[src/design/qkf_pkg.sv]
package qkf_pkg;

  localparam int IN_W              = 16;
  localparam int COORD_BITS        = 16;
  localparam int CORDIC_STAGES_DEF = 16;
  localparam int NLANE             = 3;
  localparam int LANE_ROLL         = 0;
  localparam int LANE_LEFT         = 1;
  localparam int LANE_RIGHT        = 2;

  localparam int DIV_BITS      = 32;
  localparam int ROOT_BITS     = 16;
  localparam int FRAC_BITS     = 16;
  localparam int SQ_W          = 2 * (COORD_BITS + 1);
  localparam int DSQ_W         = SQ_W + 1;
  localparam int VW            = COORD_BITS + 2;
  localparam int VEC_SHIFT     = 32;
  localparam int XW            = VW + VEC_SHIFT + 3;
  localparam int ZW            = 34;
  localparam int EW            = 36;
  localparam int ANG_Q12_SHIFT = 18;
  localparam int SKEW_W        = 15;
  localparam int RATIO_W       = 16;
  localparam int OUT_W         = 16;

  localparam logic signed [ZW-1:0] HALF_PI = 34'sd1686629713;
  localparam logic [RATIO_W-1:0]   RATIO_MAX = '1;
  localparam logic [SKEW_W-1:0]    SKEW_MAX  = '1;

  localparam logic [29:0] ATAN_TAB [32] = '{
    30'd843314856, 30'd497837829, 30'd263043836, 30'd133525158,
    30'd67021686,  30'd33543515,  30'd16775850,  30'd8388437,
    30'd4194282,   30'd2097149,   30'd1048575,   30'd524287,
    30'd262143,    30'd131071,    30'd65535,     30'd32767,
    30'd16383,     30'd8191,      30'd4095,      30'd2047,
    30'd1023,      30'd511,       30'd255,       30'd127,
    30'd63,        30'd31,        30'd15,        30'd7,
    30'd3,         30'd1,         30'd0,         30'd0
  };

  typedef struct packed {
    logic                 zero;
    logic signed [XW-1:0] x;
    logic signed [XW-1:0] y;
    logic signed [ZW-1:0] z;
  } cord_t;

  typedef struct packed {
    logic [DSQ_W-1:0]    wsq;
    logic [DSQ_W-1:0]    rem;
    logic [DIV_BITS-1:0] nq;
  } div_t;

  typedef struct packed {
    logic [ROOT_BITS+1:0] rem;
    logic [ROOT_BITS-1:0] root;
    logic [DIV_BITS-1:0]  n;
  } root_t;

  typedef struct packed {
    logic signed [OUT_W-1:0] center_x;
    logic signed [OUT_W-1:0] center_y;
    logic                    degen;
    logic                    force_max;
  } side_t;

  typedef struct packed {
    side_t                  side;
    div_t                   dv;
    cord_t [NLANE-1:0]      lane;
  } front_t;

endpackage

[src/design/qkf_div_cell.sv]
module qkf_div_cell import qkf_pkg::*; (
  input  logic clk,
  input  logic adv,
  input  div_t d_in,
  output div_t d_out
);

  logic [DSQ_W:0] trial;
  logic           take;
  div_t           d_nxt;
  div_t           d_r;

  // one restoring step: bring down the next numerator bit, quotient bit shifts in
  always_comb begin
    trial       = {d_in.rem, d_in.nq[DIV_BITS-1]};
    take        = (trial >= {1'b0, d_in.wsq});
    d_nxt.wsq   = d_in.wsq;
    d_nxt.rem   = take ? DSQ_W'(trial - {1'b0, d_in.wsq}) : trial[DSQ_W-1:0];
    d_nxt.nq    = {d_in.nq[DIV_BITS-2:0], take};
  end

  always_ff @(posedge clk) begin
    if (adv) begin
      d_r <= d_nxt;
    end
  end

  assign d_out = d_r;

endmodule

[config.mk]
export PLATFORM = sky130hd
export DESIGN_NAME = qkf_div_cell
export DESIGN_NICKNAME = d
export VERILOG_FILES = /design/src/design/qkf_pkg.sv /design/src/design/qkf_div_cell.sv
export SDC_FILE = /design/constraint.sdc
export NUM_CORES = 1
export LEC_CHECK = 0
export BUFFER_PORTS_ARGS = -buffer_cell sky130_fd_sc_hd__buf_4
export CORE_AREA = 2 2 121 94
export CTS_CLUSTER_SIZE = 16
export DETAILED_ROUTE_END_ITERATION = 10
export DIE_AREA = 0 0 123 96
export GPL_TIMING_DRIVEN = 0
export PLACE_DENSITY_LB_ADDON = 0.12
export REMOVE_ABC_BUFFERS = 1
export SYNTH_ARGS = -nofsm -noshare
export SYNTH_HDL_FRONTEND = slang
export SYNTH_SLANG_ARGS = --single-unit
export TNS_END_PERCENT = 10
[constraint.sdc]
create_clock -name clk -period 9.5 [get_ports clk]
set_clock_uncertainty 0.2 [all_clocks]
set_input_delay 1.9 -clock clk [delete_from_list [all_inputs] [get_ports clk]]
set_output_delay 1.9 -clock clk [all_outputs]
set_load 0.02 [all_outputs]
Word level (Yosys, flattened, before mapping)
Index checks and enable logic that the tools add are counted.
- register bits after elaboration: 102
- bits of input ports: 104
- output and inout bits: 102
- word-level logic and storage cells: 6
- $add $sub $neg: 1
- order comparisons: 1
- multiplexer cells: 1
- operator list (kind ; count):
    $ge 36x35->1 ; 1
    $mux 35 ; 1
    $sub 35x35->35 ; 1

Depth between registers and ports, before layout
- depth in word-level cells: 2
- mapped depth: 14
- gate-level depth less buffers: 12

Worst setup path after synthesis
Ideal clock, no wire load.
- kind: input to register
- start: in d_in[69] in the netlist's numbering
- end: reg d_r (netlist bit d_out[49]), data pin
- setup time: 0.262 ns
- arrival time: 4.361 ns
- required time: 9.038 ns
- path slack: 4.677 ns
- cell stages on the path: 11
- buffers on the path: 1
- path through: inv_1 ha_1 nor2b_1 o31a_1 a21oi_2 o221ai_2 a2111oi_2 o21ai_1 a211oi_2 buf_4 mux2_1
- RTL lines (element ; line ; RTL):
    start, declared ; qkf_div_cell.sv:4 ; input div_t d_in,
    end signal, assigned ; qkf_div_cell.sv:24 ; d_r <= d_nxt;
    end, declared ; qkf_div_cell.sv:11 ; div_t d_r;

==> results.md <==
Synthesis:
- In the post-synthesis netlist, the biggest area contributors are sky130_fd_sc_hd__edfxtp_1 (54%), sky130_fd_sc_hd__ha_1 (7.8%), sky130_fd_sc_hd__nand2_1 (4.1%), sky130_fd_sc_hd__a21oi_1 (3.5%), sky130_fd_sc_hd__inv_1 (3.1%).
- The share of flip-flops with an asynchronous set or reset after synthesis is 0%.
- The synthesized netlist devotes under 10% of its cell area to XOR and XNOR gates.
- The leading register cell type out of synthesis is sky130_fd_sc_hd__edfxtp_1.
- By instance count, the leading cell after synthesis is sky130_fd_sc_hd__edfxtp_1.
- After Yosys synthesis, full adders, half adders and majority gates account for under 10% of the synthesized area.
- By area, the combinational part of the netlist is dominated by compound AO/OA/AOI/OAI gates.
- The number of flip-flops and latches in the synthesized netlist is between 100 and 150.
- After synthesis, the largest area contributor takes up between 50% and 60% of total cell area.
- The library cell with the largest summed area after synthesis is sky130_fd_sc_hd__edfxtp_1.
- The post-synthesis instance total is 517.
- The simple-gate area share of the yosys netlist is between 10% and 20%.
- The compound-gate portion of the synthesized area is 16.7%.
- The mean area per synthesized cell is between 10 and 15 sq um.
- The fraction of the yosys area taken by sequential cells is between 50% and 60%.
- Sorting the synthesized cells by how often they occur yields sky130_fd_sc_hd__edfxtp_1 (102), sky130_fd_sc_hd__nand2_1 (61), sky130_fd_sc_hd__inv_1 (47).
- Of the post-synthesis cell area, the part taken by muxes is less than 1%.
- Counting flops with a built-in enable in the synthesized netlist gives between 100 and 150.
- The Yosys step of the flow raised 0 warnings.
- The cell area that synthesis handed to floorplanning was around 0.0056 sq mm.
- The distinct cell type count of the synthesized netlist is 55.

Die:
- The y dimension of the die is roughly 96 um.
- The number of ports placed on the die boundary is between 200 and 250.
- The die area is ~0.012 sq mm.
- The chip width is approximately 120 um.
- The area of the core is ~0.011 sq mm.
- The standard-cell row count is 33.
- For this configuration, the core starts out at a cell density of a little over half.

Place:
- Detailed placement ended at an HPWL of between 10 and 15 mm.
- The total instance count after detailed placement is around 840.
- At the end of routability-driven placement, the weighted congestion stood at between 0.8 and 0.9.
- The quantity of I/O buffers inserted on ports is about 200.

Hold path:
- The classification of the worst-slack hold path is primary input to flop.

STA:
- The count of final max-slew check failures is 0.
- Setup repair after global routing left no endpoint under its margin.
- The total count of hold-check failures in the final report came to 0.
- On the final layout, the worst hold slack is approximately 1.5 ns.
- Measured against its own limit, the worst slew margin works out to roughly 15%.
- The final setup TNS is 0 ns.
- The number of failing setup endpoints in the final timing report is 0.
- The share of the cycle needed by the critical path after routing is about three fifths.
- At the pin with the least slew margin, the transition time is around 1.3 ns.
- The maximum frequency from static timing analysis is roughly 0.18 GHz.
- The post-route minimum period is 5.51 ns.

Clock network:
- CTS built an H-tree with a depth of 3.
- The tree is rooted in a sky130_fd_sc_hd__clkbuf_16.
- The clock passes through at most 2 buffers.
- The CTS tree is yes.
- The post-CTS setup-driven buffer insertion count is 0.
- The clock buffer count from CTS is 9.
- Clock-pin slew was measured on the worst setup and hold paths at ~0.070 ns.
- The number of hold buffers added after CTS is 0.
- The TritonCTS sink count is 102.
- Post-CTS repair changed the size of 0 cells.

Detailed routing:
- The number of detailed-routing iterations run before antenna repair is 5.
- Detailed routing placed a total of between 6 and 7 mm of wire on met2.
- The detailed router's first-iteration violation count is between 200 and 250.
- The final layout contains routed wiring with a total length of about 14 mm.
- After detailed routing, the wire length on met1 is approximately 6 mm.
- In the final routed layout, each cell accounts on average for between 15 and 20 um.
- The routed layout has 4578 vias.
- The amount of wire on met3 after detailed routing is between 1 and 1.5 mm.
- The top layer reached by signal wires is met4.
- The remaining antenna violation count after routing is 0.
- The remaining design rule violation count is 0.
- The routed via count divided by cell count is 5.33.

Final layout:
- In the final layout, flip-flops and latches occupy just over 0.003 sq mm.
- From synthesis to final layout, the design area changed by 34.8%.
- Summing all multi-input logic gate instances after layout gives roughly 0.0023 sq mm.
- Of the cells placed in the final design, the portion with a size suffix greater than 1 is about a third.
- 0 antenna diodes ended up in the layout.
- Leaving out filler cells and counting taps, the final layout contains between 800 and 900.
- The net count reported at finish is between 800 and 900.
- The number of flip-flops in the largest register is between 100 and 150.
- After filler insertion, the fill cell instance count of the layout stands at between 800 and 900.
- The final core area utilization is 71.1%.

Worst setup path:
- The largest fanout on the critical path is 26.
- The kind of launch point of the worst setup path is a primary input.
- The worst setup path is of the primary input to flop kind.
- STA classifies the critical path endpoint as a flop.
- At the worst endpoint, the arrival time is around 5.4 ns.
- Following the worst setup path forward leads to its endpoint at d_out[49].
- The critical path starts at d_in[31].
- Data on the critical path is required at its endpoint by between 9 and 10 ns.

Status:
- The run finished with clean final reports.

Power and ir drop:
- VDD sags by at most between 0.1 and 0.15 mV.
- For this design the ratio of total power to cell area is 170 mW/mm^2.
- In this run the static leakage power is around 3.3 nW.

Global route:
- The maximum number of pins on one net before global-route repair is between 100 and 150.
- The total grt overflow is 0.
- The overall routing resource usage is between 20% and 30%.
- The number of global-route vias before repair is around 4200.
- The number of antenna violations at the first check in global routing is 0.
- The first global-routing pass estimated slightly above 20 mm of wire.

Job:
- The total of max-cap violations is 0.
## per-layer routing
layer  vias to the layer above  track usage, %
met2                       184            36.5
met4                         0            6.06
met1                      2094            29.7
met5                         -               0
met3                        18            5.86
li1                       2282               -
## cells by family after synthesis
family / Yosys count
AO/OA/AOI/OAI: 149
AND/OR/NAND/NOR: 133
flip-flops: 102
buffers and inverters: 68
adder cells (fa/ha/maj): 36
XOR/XNOR: 26
multiplexers: 3
## final cells by class
cell class / count / share of cell area [%]
Timing Repair Buffer: 207 / 21.0
Multi-Input combinational cell: 347 / 30.1
Tap cell: 140 / 2.31
Clock inverter: 7 / 0.842
Inverter: 47 / 2.33
Clock buffer: 9 / 2.97
Sequential cell: 102 / 40.4
## worst min-delay path by stage
| stage | start | to | slack [ns] | depth (start not counted) |
|---|---|---|---|---|
| final | d_in[19] | d_out[20] | 1.53 | 1 |
| after global routing | d_in[7] | d_out[8] | 1.51 | 1 |
| after floorplan | d_in[100] | d_out[100] | 1.80 | 0 |
| after global placement | d_in[19] | d_out[20] | 1.88 | 1 |
| after CTS | d_in[19] | d_out[20] | 1.52 | 1 |
| after detailed placement | d_in[29] | d_out[30] | 1.88 | 1 |
## per-stage QoR
stage | power [mW] | worst slack, ns | cell area [sq um]
final | 1.29 | 3.99 | 7580
after global routing | 1.35 | 3.67 | 7580
after CTS | 1.30 | 3.92 | 7580
after detailed placement | 0.938 | 3.58 | 7290
after global placement | 0.925 | 1.63 | 7230
after floorplan | 0.782 | 2.96 | 5510
## critical path, cell delays in order
cell	delay, ns
sky130_fd_sc_hd__buf_4	0.11
sky130_fd_sc_hd__inv_1	0.05
sky130_fd_sc_hd__ha_1	0.18
sky130_fd_sc_hd__fa_1	0.22
sky130_fd_sc_hd__nor2b_1	0.07
sky130_fd_sc_hd__o31a_1	0.30
sky130_fd_sc_hd__a21oi_2	0.26
sky130_fd_sc_hd__o221ai_2	0.20
sky130_fd_sc_hd__a2111oi_2	0.43
sky130_fd_sc_hd__o21ai_1	0.18
sky130_fd_sc_hd__a211oi_4	0.75
sky130_fd_sc_hd__buf_16	0.25
sky130_fd_sc_hd__buf_16	0.17
sky130_fd_sc_hd__mux2_1	0.32
## power breakdown
group / total (mW) / switching [mW] / internal (mW)
clock network: 0.358 / 0.173 / 0.185
registers: 0.567 / 0.0129 / 0.554
logic: 0.362 / 0.203 / 0.159
total: 1.29 / 0.389 / 0.898
## cells in the final DEF (no fill, tap or decap), types with 5 or more instances in the layout
| cell type | instances |
|---|---|
| sky130_fd_sc_hd__nor2b_1 | 8 |
| sky130_fd_sc_hd__nor3_1 | 6 |
| sky130_fd_sc_hd__clkbuf_16 | 9 |
| sky130_fd_sc_hd__a31oi_1 | 6 |
| sky130_fd_sc_hd__nand3_1 | 8 |
| sky130_fd_sc_hd__nand4_1 | 6 |
| sky130_fd_sc_hd__o21ai_0 | 21 |
| sky130_fd_sc_hd__buf_4 | 205 |
| sky130_fd_sc_hd__o21bai_1 | 5 |
| sky130_fd_sc_hd__ha_1 | 35 |
| sky130_fd_sc_hd__inv_1 | 47 |
| sky130_fd_sc_hd__a21o_1 | 13 |
| sky130_fd_sc_hd__xnor2_1 | 17 |
| sky130_fd_sc_hd__and3_1 | 7 |
| sky130_fd_sc_hd__o21a_1 | 7 |
| sky130_fd_sc_hd__xor2_1 | 9 |
| sky130_fd_sc_hd__edfxtp_1 | 102 |
| sky130_fd_sc_hd__nand2_1 | 61 |
| sky130_fd_sc_hd__o21ai_1 | 26 |
| sky130_fd_sc_hd__a21oi_1 | 39 |
| sky130_fd_sc_hd__nor2_1 | 21 |
No activity file was read; power rests on OpenSTA's default activity.
