`config.mk`:
```
export PLATFORM = sky130hd
export DESIGN_NAME = qkf_sqrt_cell
export DESIGN_NICKNAME = d
export VERILOG_FILES = /design/src/design/qkf_pkg.sv /design/src/design/qkf_sqrt_cell.sv
export SDC_FILE = /design/constraint.sdc
export NUM_CORES = 1
export LEC_CHECK = 0
export BUFFER_PORTS_ARGS = -buffer_cell sky130_fd_sc_hd__buf_2
export CAP_MARGIN = 20
export CORE_MARGIN = 2
export CORE_UTILIZATION = 30
export CTS_CLUSTER_SIZE = 12
export DETAILED_ROUTE_END_ITERATION = 10
export HOLD_SLACK_MARGIN = 0.12
export PLACE_DENSITY_LB_ADDON = 0.12
export SETUP_SLACK_MARGIN = 0.4
export SLEW_MARGIN = 0
export SYNTH_ARGS = -nofsm -noshare
export SYNTH_HDL_FRONTEND = slang
export SYNTH_SLANG_ARGS = --single-unit
```
`constraint.sdc`:
```
create_clock -name clk -period 2.4 [get_ports clk]
set_input_delay 0.48 -clock clk [delete_from_list [all_inputs] [get_ports clk]]
set_output_delay 0.48 -clock clk [all_outputs]
set_load 0.02 [all_outputs]
```
`src/design/qkf_pkg.sv`:
```
package qkf_pkg;

  localparam int IN_W              = 16;
  localparam int COORD_BITS        = 16;
  localparam int CORDIC_STAGES_DEF = 16;
  localparam int NLANE             = 3;
  localparam int LANE_ROLL         = 0;
  localparam int LANE_LEFT         = 1;
  localparam int LANE_RIGHT        = 2;

  localparam int DIV_BITS      = 32;
  localparam int ROOT_BITS     = 16;
  localparam int FRAC_BITS     = 16;
  localparam int SQ_W          = 2 * (COORD_BITS + 1);
  localparam int DSQ_W         = SQ_W + 1;
  localparam int VW            = COORD_BITS + 2;
  localparam int VEC_SHIFT     = 32;
  localparam int XW            = VW + VEC_SHIFT + 3;
  localparam int ZW            = 34;
  localparam int EW            = 36;
  localparam int ANG_Q12_SHIFT = 18;
  localparam int SKEW_W        = 15;
  localparam int RATIO_W       = 16;
  localparam int OUT_W         = 16;

  localparam logic signed [ZW-1:0] HALF_PI = 34'sd1686629713;
  localparam logic [RATIO_W-1:0]   RATIO_MAX = '1;
  localparam logic [SKEW_W-1:0]    SKEW_MAX  = '1;

  localparam logic [29:0] ATAN_TAB [32] = '{
    30'd843314856, 30'd497837829, 30'd263043836, 30'd133525158,
    30'd67021686,  30'd33543515,  30'd16775850,  30'd8388437,
    30'd4194282,   30'd2097149,   30'd1048575,   30'd524287,
    30'd262143,    30'd131071,    30'd65535,     30'd32767,
    30'd16383,     30'd8191,      30'd4095,      30'd2047,
    30'd1023,      30'd511,       30'd255,       30'd127,
    30'd63,        30'd31,        30'd15,        30'd7,
    30'd3,         30'd1,         30'd0,         30'd0
  };

  typedef struct packed {
    logic                 zero;
    logic signed [XW-1:0] x;
    logic signed [XW-1:0] y;
    logic signed [ZW-1:0] z;
  } cord_t;

  typedef struct packed {
    logic [DSQ_W-1:0]    wsq;
    logic [DSQ_W-1:0]    rem;
    logic [DIV_BITS-1:0] nq;
  } div_t;

  typedef struct packed {
    logic [ROOT_BITS+1:0] rem;
    logic [ROOT_BITS-1:0] root;
    logic [DIV_BITS-1:0]  n;
  } root_t;

  typedef struct packed {
    logic signed [OUT_W-1:0] center_x;
    logic signed [OUT_W-1:0] center_y;
    logic                    degen;
    logic                    force_max;
  } side_t;

  typedef struct packed {
    side_t                  side;
    div_t                   dv;
    cord_t [NLANE-1:0]      lane;
  } front_t;

endpackage

```
`src/design/qkf_sqrt_cell.sv`:
```
module qkf_sqrt_cell import qkf_pkg::*; (
  input  logic  clk,
  input  logic  adv,
  input  root_t r_in,
  output root_t r_out
);

  logic [ROOT_BITS+3:0] trial, test;
  logic                 take;
  root_t                r_nxt;
  root_t                r_r;

  // one root bit per cell, two radicand bits consumed
  always_comb begin
    trial      = {r_in.rem, r_in.n[DIV_BITS-1 -: 2]};
    test       = {2'b00, r_in.root, 2'b01};
    take       = (trial >= test);
    r_nxt.rem  = take ? (ROOT_BITS+2)'(trial - test) : trial[ROOT_BITS+1:0];
    r_nxt.root = {r_in.root[ROOT_BITS-2:0], take};
    r_nxt.n    = {r_in.n[DIV_BITS-3:0], 2'b00};
  end

  always_ff @(posedge clk) begin
    if (adv) begin
      r_r <= r_nxt;
    end
  end

  assign r_out = r_r;

endmodule

```
[Word level (Yosys, flattened, before mapping)]
Cells that the tools add are included.
Word-level totals
  output and inout port bits: 66
  bits of input ports: 68
  flip-flop bits (word level): 64
  logic and storage cells: 6
Operators by class
  $lt $le $gt $ge: 1
  mux-type cells: 1
  $add $sub $neg: 1
Operators with widths (number)
  20-bit by 18-bit greater-or-equal comparator with 1-bit output: 1
  18-bit two-way mux: 1
  18-bit subtractor: 1

[Depth between registers and ports, before layout]
Gate-level depths: netlist (run 1).
  word-level depth: 2
  gate-level depth with buffers: 11
  mapped depth without buffers: 9

[Worst setup path before layout (run 1)]
No wires, ideal clock.
  kind: input to register
  from: in r_in[39] in the netlist's numbering
  to: reg r_r (netlist bit r_out[58]), data pin
  stages on the path: 11
  data required time: 2.140 ns
  arrival time: 2.199 ns
  buffers on the path: 2
  setup time: 0.260 ns
  path slack: -0.058 ns
  path through: inv_1 -> ha_1 -> buf_2 -> nand2_1 -> nor2_1 -> nand3_1 -> nor2_1 -> o21ai_2 -> o211ai_4 -> buf_6 -> mux2_2
RTL lines
  start, declared: line qkf_sqrt_cell.sv:4  | input root_t r_in,
  end signal, assigned: line qkf_sqrt_cell.sv:25  | r_r <= r_nxt;
  end, declared: line qkf_sqrt_cell.sv:11  | root_t r_r;

==> results of run 1 <==
area by class of cell:
| type | count | area (µm²) | area share |
|---|---|---|---|
| Clock inverter | 7 | 80.1 | 0.0161 |
| Clock buffer | 9 | 124 | 0.0250 |
| Timing Repair Buffer | 180 | 1120 | 0.225 |
| Inverter | 20 | 90.1 | 0.0182 |
| Tap cell | 136 | 170 | 0.0343 |
| Multi-Input combinational cell | 141 | 1460 | 0.293 |
| Sequential cell | 64 | 1920 | 0.388 |
through the flow:
step | total power [mW] | cell area [µm²]
floorplan | 1.95 | 3430
global placement | 2.27 | 4510
detailed placement | 2.27 | 4510
CTS | 3.30 | 4830
global route | 3.44 | 4960
finish | 3.27 | 4960
routing by layer:
metal,part of all wire,up-vias,GRT usage
met2,0.46,95,0.219
met3,0.075,7,0.0386
met1,0.45,1129,0.178
met5,0,-,0
met4,0.0085,0,0.0395
li1,-,1235,-
critical path, stage by stage:
cell	delay [ps]
buf_8	100
ha_4	240
o211ai_1	280
a21oi_4	70
nor2b_4	150
o21ai_2	80
o21ai_2	160
o211ai_4	130
clkbuf_16	200
mux2_4	300
cell usage after synthesis (4+ instances only):
cell | number | area [µm²]
xnor2_1 | 10 | 87.6
o21a_1 | 6 | 45.0
nor3_1 | 6 | 30.0
xor2_1 | 4 | 35.0
ha_1 | 18 | 225
a21oi_1 | 15 | 75.1
nor2_1 | 11 | 41.3
inv_1 | 20 | 75.1
nand2_1 | 12 | 45.0
nand3_1 | 5 | 25.0
mux2_2 | 13 | 146
edfxtp_1 | 64 | 1920
how the worst min path moves through the flow:
stage | to | start | cells after the start
2_1_floorplan | r_out[10] | r_in[8] | 0
5_1_grt | r_out[8] | r_in[6] | 1
3_3_place_gp | r_out[15] | r_in[13] | 1
3_5_place_dp | r_out[18] | r_in[16] | 1
6_report | r_out[25] | r_in[23] | 1
4_1_cts | r_out[35] | r_in[34] | 1
kinds of logic (layout without fill, tap and decap cells):
family | Yosys count | after routing
AO/OA/AOI/OAI | 43 | 43
other | 1 | 2
adder cells (fa/ha/maj) | 18 | 18
AND/OR/NAND/NOR | 46 | 46
multiplexers | 18 | 18
buffers and inverters | 26 | 216
flip-flops | 64 | 64
XOR/XNOR | 14 | 14
power by group through the flow:
stage                     Sequential (mW)  Combinational, mW  Clock, mW
after floorplan                      1.57              0.375          0
after global placement               1.42              0.846          0
after detailed placement             1.42              0.853          0
after CTS                            1.40              0.898       1.00
after global routing                 1.41               1.00       1.03
final                                1.40              0.925      0.947
timing repair:
action                     4_1_cts  5_1_grt
pin swaps                       16       19
setup endpoints to repair       16       18
gates cloned                     1        0
gates resized for setup         14       28
buffers inserted                 6        4
==> results.json, run 1 <==
{
  "synth-seq-cells": 64,
  "cp.required_ps": 2490,
  "setup_slack_ps": 290,
  "post-place-cells": 530,
  "antenna_found_initial": 0,
  "dpl.hpwl_mm": 5.68,
  "synthAdderAreaFrac": 0.0718,
  "stdcell_count": 557,
  "power.internal_mw": 2.30,
  "fin_crit_sh": 0.879,
  "drv_slew": 0,
  "critPathLaunchType": "primary input",
  "largest_reg_flops": 64,
  "synth_cells": 230,
  "postLayoutCoreUtil": 0.485,
  "core_um2": 10200,
  "dr.pass1.iters": 4,
  "post_drt_wl_per_cell_um": 13.9,
  "swShare": 0.296,
  "preCtsSetupSlack_ps": -93.0,
  "mostFrequentLayoutCell": "buf_2",
  "worstSetupEndpoint": "r_out[64]",
  "grt_pass1_vias": 2452,
  "drive_above_1_share": 0.622,
  "syn_to_final_growth_pct": 58.0,
  "hold_path.class": "primary input to register",
  "synthMuxAreaShare": 0.0634,
  "synth_top_family_by_area": "compound AO/OA/AOI/OAI gates",
  "hold_violations": 0,
  "avgSynthCellArea_um2": 13.6,
  "arrival_ps": 2200,
  "fmax_ghz": 0.474,
  "async_flop_share": 0,
  "seqPwrFrac": 0.427,
  "fill_cells": 943,
  "synth_xor_area_frac": 0.0391,
  "gr-total-overflow": 0,
  "cts_tree": "done",
  "holdWs_ps": 314,
  "grt_pass1_wl_mm": 11.9,
  "num_vias": 2466,
  "rsz0062_at_grt": "yes",
  "p_comb_frac": 0.283,
  "clkTransAtPathRegs_ps": 80,
  "gp_congestion": 0.760,
  "drt_iter0_drc": 62,
  "cts-buffers-inserted": 9,
  "layout_common_cells": "buf_2 (124), edfxtp_1 (64), buf_4 (47)",
  "wl_mm": 7.77,
  "p_sw_mw": 0.966,
  "drc_errors": 0,
  "layout.nets": 502,
  "grt_max_degree": 38,
  "n_antenna_cell": 0,
  "vias_per_cell": 4.43,
  "grtUsageTotal": 0.136,
  "ys_seq_area_frac": 0.612,
  "io_pins": 134,
  "cap_violations": 0,
  "synth_ff_type": "edfxtp_1",
  "synthSimpleGateAreaFrac": 0.0714,
  "clkPwrFrac": 0.290,
  "power.leakage_nw": 2.16,
  "cts_hold_buf": 0,
  "status": "complete, no violations",
  "die_h_um": 106,
  "cts_max_path_buffers": 2,
  "synth_warnings": 0,
  "setup_tns_ps": 0,
  "initial_core_util": 0.307,
  "p_per_area_nw_per_um2": 659,
  "setup_viol": 0,
  "cp_max_fo": 6,
  "htreeDepth": 3,
  "min_period_ps": 2110,
  "io_buffers": 131,
  "end_kind": "register",
  "die_area_um2": 11300,
  "synth_compound_area_frac": 0.104,
  "path_class": "primary input to register",
  "synth_edf_count": 64,
  "startpoint": "r_in[49]",
  "rows": 37,
  "ant_nets": 0,
  "cts.sinks": 64,
  "synth_area_um2": 3140,
  "cts_root_buf": "clkbuf_8",
  "synth_cell_types": 43,
  "irDropWorstVdd_mv": 0.236,
  "dieWidth_um": 106
}
Power figures use the tool's default switching activity.
==> run 2, diff against run 1 <==
- BUFFER_PORTS_ARGS: -buffer_cell sky130_fd_sc_hd__buf_2 -> unset
- DONT_BUFFER_PORTS: unset -> 1
==> run 2 against run 1 <==
  * Final area fell by 18%
  * Non-clock buffer count fell by 154
  * Utilization fell by 8.8 points
  * Power fell by 8.6%
  * Largest cell class unchanged
==> results.json, run 2 (synthesis results as in run 1) <==
{
  "syn_to_final_growth_pct": 29.2,
  "cts_root_buf": "clkbuf_8",
  "critPathLaunchType": "primary input",
  "mostFrequentLayoutCell": "edfxtp_1",
  "rsz0062_at_grt": "yes",
  "die_h_um": 106,
  "num_vias": 1918,
  "die_area_um2": 11300,
  "wl_mm": 7.07,
  "cts-buffers-inserted": 9,
  "hold_path.class": "primary input to register",
  "fin_area_um2": 4050,
  "grt_pass1_wl_mm": 10.5,
  "grt_max_degree": 65,
  "fin_crit_sh": 0.830,
  "cp.required_ps": 2490,
  "n_antenna_cell": 0,
  "preCtsSetupSlack_ps": -99.0,
  "htreeDepth": 3,
  "core_um2": 10200,
  "dieWidth_um": 106,
  "io_buffers": 0,
  "vias_per_cell": 4.78,
  "fill_cells": 964,
  "drt_iter0_drc": 68,
  "setup_slack_ps": 408,
  "dpl.hpwl_mm": 5.08,
  "io_pins": 134,
  "dr.pass1.iters": 4,
  "clkTransAtPathRegs_ps": 70,
  "antenna_found_initial": 0,
  "seq_area_um2": 1920,
  "cp_max_fo": 7,
  "dpl_cell_area_um2": 3720,
  "layout_common_cells": "edfxtp_1 (64), buf_4 (22), inv_1 (14)",
  "arrival_ps": 2090,
  "cts_tree": "done",
  "multi_input_area_um2": 1450,
  "power.leakage_nw": 1.54,
  "post_drt_wl_per_cell_um": 17.6,
  "min_period_ps": 1990,
  "drive_above_1_share": 0.381,
  "cts_max_path_buffers": 2,
  "status": "complete, no violations",
  "cap_violations": 0,
  "irDropWorstVdd_mv": 0.259,
  "rows": 37,
  "setup_viol": 0,
  "gp_congestion": 0.741,
  "gr-total-overflow": 0,
  "path_class": "primary input to register",
  "ant_nets": 0,
  "p_per_area_nw_per_um2": 737,
  "grtUsageTotal": 0.125,
  "holdWs_ps": 224,
  "cts_hold_buf": 0,
  "grt_pass1_vias": 1912,
  "largest_reg_flops": 64,
  "initial_core_util": 0.307,
  "fmax_ghz": 0.502,
  "layout.nets": 348,
  "drv_slew": 0,
  "cts.sinks": 64,
  "drc_errors": 0,
  "end_kind": "register",
  "hold_violations": 0
}
==> run 2: cell types whose count changed in the layout (fill, tap and decap cells not counted), sizes merged <==
cell,before,now
buf,179,26
clkinvlp,2,0
clkbuf,10,9
clkinv,3,4
inv,21,20
==> run 2: layout make-up <==
cell class              count  area share
inverters                  20      0.0241
clock buffers               9      0.0306
well taps                 136      0.0420
multi-input cells         141       0.359
flip-flops and latches     64       0.474
clock inverters             5      0.0123
repair buffers             26      0.0583
==> run 2: through the flow <==
stage	TNS, ps	util	instances	total power, mW
2_1_floorplan	0	-	231	1.95
3_3_place_gp	-101	0.364	380	2.08
3_5_place_dp	-102	0.364	380	2.07
4_1_cts	0	0.382	395	2.98
5_1_grt	0	0.396	401	3.13
6_report	0	0.396	401	2.99
==> run 2: layer usage <==
metal	GRT usage	vias to the layer above	part of all wire	wire length, µm
met1	0.157	891	0.44	3120
met4	0.0620	0	0.020	140
met5	0	-	0	0
met3	0.0509	11	0.097	687
met2	0.186	99	0.44	3120
li1	-	917	-	-
==> run 2: power by group <==
| group | internal, mW | total [mW] | switching, mW |
|---|---|---|---|
| Sequential | 1.38 | 1.57 | 0.186 |
| Combinational | 0.302 | 0.539 | 0.237 |
| Clock | 0.461 | 0.880 | 0.420 |
| Total | 2.14 | 2.99 | 0.843 |
==> run 2: worst max-delay path, cell delays in order <==
cell	delay [ps]
ha_4	240
o211ai_1	270
a21oi_4	60
nor2b_4	130
o21ai_2	80
o21ai_2	190
o211ai_4	150
buf_12	190
mux2_4	290
==> run 2: what timing repair did <==
item	CTS	global route
setup endpoints to repair	2	15
setup buffers	1	6
hold endpoints to repair	0	0
pin swaps	1	16
resized for setup	2	27
==> run 2: worst paths after layout <==
path  depth (start not counted)     start  slack, ps         to
min                           0  r_in[46]        220  r_out[47]
max                           9  r_in[49]        410  r_out[54]
==> run 3, diff against run 2 <==
- clock period: 2.4 -> 2.01 ns (I/O delays scaled with it)
==> run 3 against run 2 <==
  * Sequential share of layout area shrank 2.8 points
  * Via count grew 5.4%
  * Critical path depth is the same
  * Combinational power grew 30%
  * Largest cell class unchanged
  * Non-clock buffer count grew 31
  * Flip-flop and latch count is the same
  * Global-route usage grew 0.51 points
  * Clock power grew 39%
  * Wire length grew 0.18%
==> results.json, run 3 (synthesis results as in run 1) <==
{
  "core_um2": 10200,
  "hold_violations": 0,
  "gr-total-overflow": 0,
  "irDropWorstVdd_mv": 0.288,
  "postLayoutCoreUtil": 0.421,
  "initial_core_util": 0.307,
  "grt_pass1_wl_mm": 11.1,
  "cp_max_fo": 4,
  "cts_hold_buf": 0,
  "multi_input_area_um2": 1450,
  "layout_common_cells": "edfxtp_1 (64), buf_4 (50), inv_1 (15)",
  "fill_cells": 953,
  "p_sw_mw": 1.04,
  "clkTransAtPathRegs_ps": 70,
  "io_buffers": 0,
  "cts.sinks": 64,
  "grtUsageTotal": 0.131,
  "dr.pass1.iters": 4,
  "cts_root_buf": "clkbuf_8",
  "cts_max_path_buffers": 2,
  "post-place-cells": 412,
  "cts_tree": "done",
  "arrival_ps": 2000,
  "grt_max_degree": 65,
  "drt_iter0_drc": 43,
  "setup_viol": 0,
  "cap_violations": 0,
  "htreeDepth": 3,
  "dpl.hpwl_mm": 5.27,
  "cp.required_ps": 2110,
  "grt_pass1_vias": 2119,
  "status": "complete, no violations",
  "power_mw": 3.79,
  "n_antenna_cell": 0,
  "drv_slew": 0,
  "clkPwrFrac": 0.322,
  "seqPwrFrac": 0.492,
  "gp_congestion": 0.714,
  "wl_mm": 7.09,
  "io_pins": 134,
  "layout.nets": 379,
  "path_class": "primary input to register",
  "seq_area_um2": 1920,
  "largest_reg_flops": 64,
  "post_drt_wl_per_cell_um": 16.3,
  "critPathLaunchType": "primary input",
  "ant_nets": 0,
  "syn_to_final_growth_pct": 37.4,
  "dieWidth_um": 106,
  "die_area_um2": 11300,
  "crit_chain": "inv_2 > ha_4 > nor2_1 > o31a_1 > o21ai_4 > a41oi_4 > nor2b_4 > xnor2_1 > mux2_4",
  "min_period_ps": 1890,
  "drive_above_1_share": 0.436,
  "power.leakage_nw": 1.69,
  "p_comb_frac": 0.185,
  "fmax_ghz": 0.528,
  "worstMarginPinSlew_ps": 500,
  "slowest_stage": "o31a_1",
  "relSlewSlack": 0.663,
  "mostFrequentLayoutCell": "edfxtp_1",
  "rsz0062_at_grt": "yes",
  "vias_per_cell": 4.66,
  "fin_crit_sh": 0.943,
  "rows": 37,
  "stdcell_count": 434,
  "drc_errors": 0,
  "num_vias": 2021,
  "swShare": 0.273,
  "antenna_found_initial": 0,
  "p_per_area_nw_per_um2": 880,
  "power.internal_mw": 2.76,
  "end_kind": "register",
  "slowest_delay_ps": 340,
  "die_h_um": 106,
  "cts-buffers-inserted": 9,
  "hold_path.class": "primary input to register",
  "holdWs_ps": 147
}
-- run 3: cell count changes in the layout (fill, tap and decap cells not counted), sizes merged --
cell,delta
buf,+31
clkbuf,+2
clkinvlp,+1
bufinv,+1
clkinv,-2
-- run 3: worst paths after layout --
kind                  startpoint   endpoint  cells past startpoint
worst max-delay path    r_in[32]  r_out[61]                      9
worst min-delay path    r_in[32]  r_out[33]                      0
-- run 3: layer usage --
layer  global-route usage  part of all wire
met1                0.160              0.44
met2                0.202              0.44
met3               0.0503              0.10
met4               0.0620             0.016
met5                    0                 0
-- run 3: worst max-delay path: cells and delay by family --
| kind | cells | cell delay (ps) |
|---|---|---|
| compound gates | 3 | 700 |
| buf+inv | 1 | 20 |
| xor+xnor | 1 | 120 |
| simple gates | 2 | 200 |
| fa+ha+maj | 1 | 290 |
| mux | 1 | 250 |
-- run 3: power by group through the flow --
stage	clock, mW	combinational, mW	sequential [mW]
2_1_floorplan	0	0.449	1.88
6_report	1.22	0.703	1.87
4_1_cts	1.28	0.703	1.87
5_1_grt	1.32	0.778	1.88
3_3_place_gp	0	0.635	1.90
3_5_place_dp	0	0.636	1.90
-- run 3: metrics by stage --
stage / worst slack [ps] / cell area [µm²] / setup TNS [ps]
floorplan: -219 / 3440 / -2100
global placement: -307 / 3940 / -4110
detailed placement: -327 / 3940 / -4340
CTS: 147 / 4290 / 0
global route: 44.8 / 4310 / 0
finish: 115 / 4310 / 0
-- run 3: layout make-up --
| class | count | area share |
|---|---|---|
| Clock buffer | 11 | 0.0305 |
| Tap cell | 136 | 0.0395 |
| Multi-Input combinational cell | 141 | 0.336 |
| Timing Repair Buffer | 57 | 0.107 |
| Clock inverter | 5 | 0.0189 |
| Sequential cell | 64 | 0.446 |
| Inverter | 20 | 0.0221 |
-- run 3: timing repair --
action | 4_1_cts | 5_1_grt
setup buffers | 6 | 0
pin swaps | 12 | 2
endpoints found under the setup margin | 19 | 19
gates resized for setup | 26 | 4
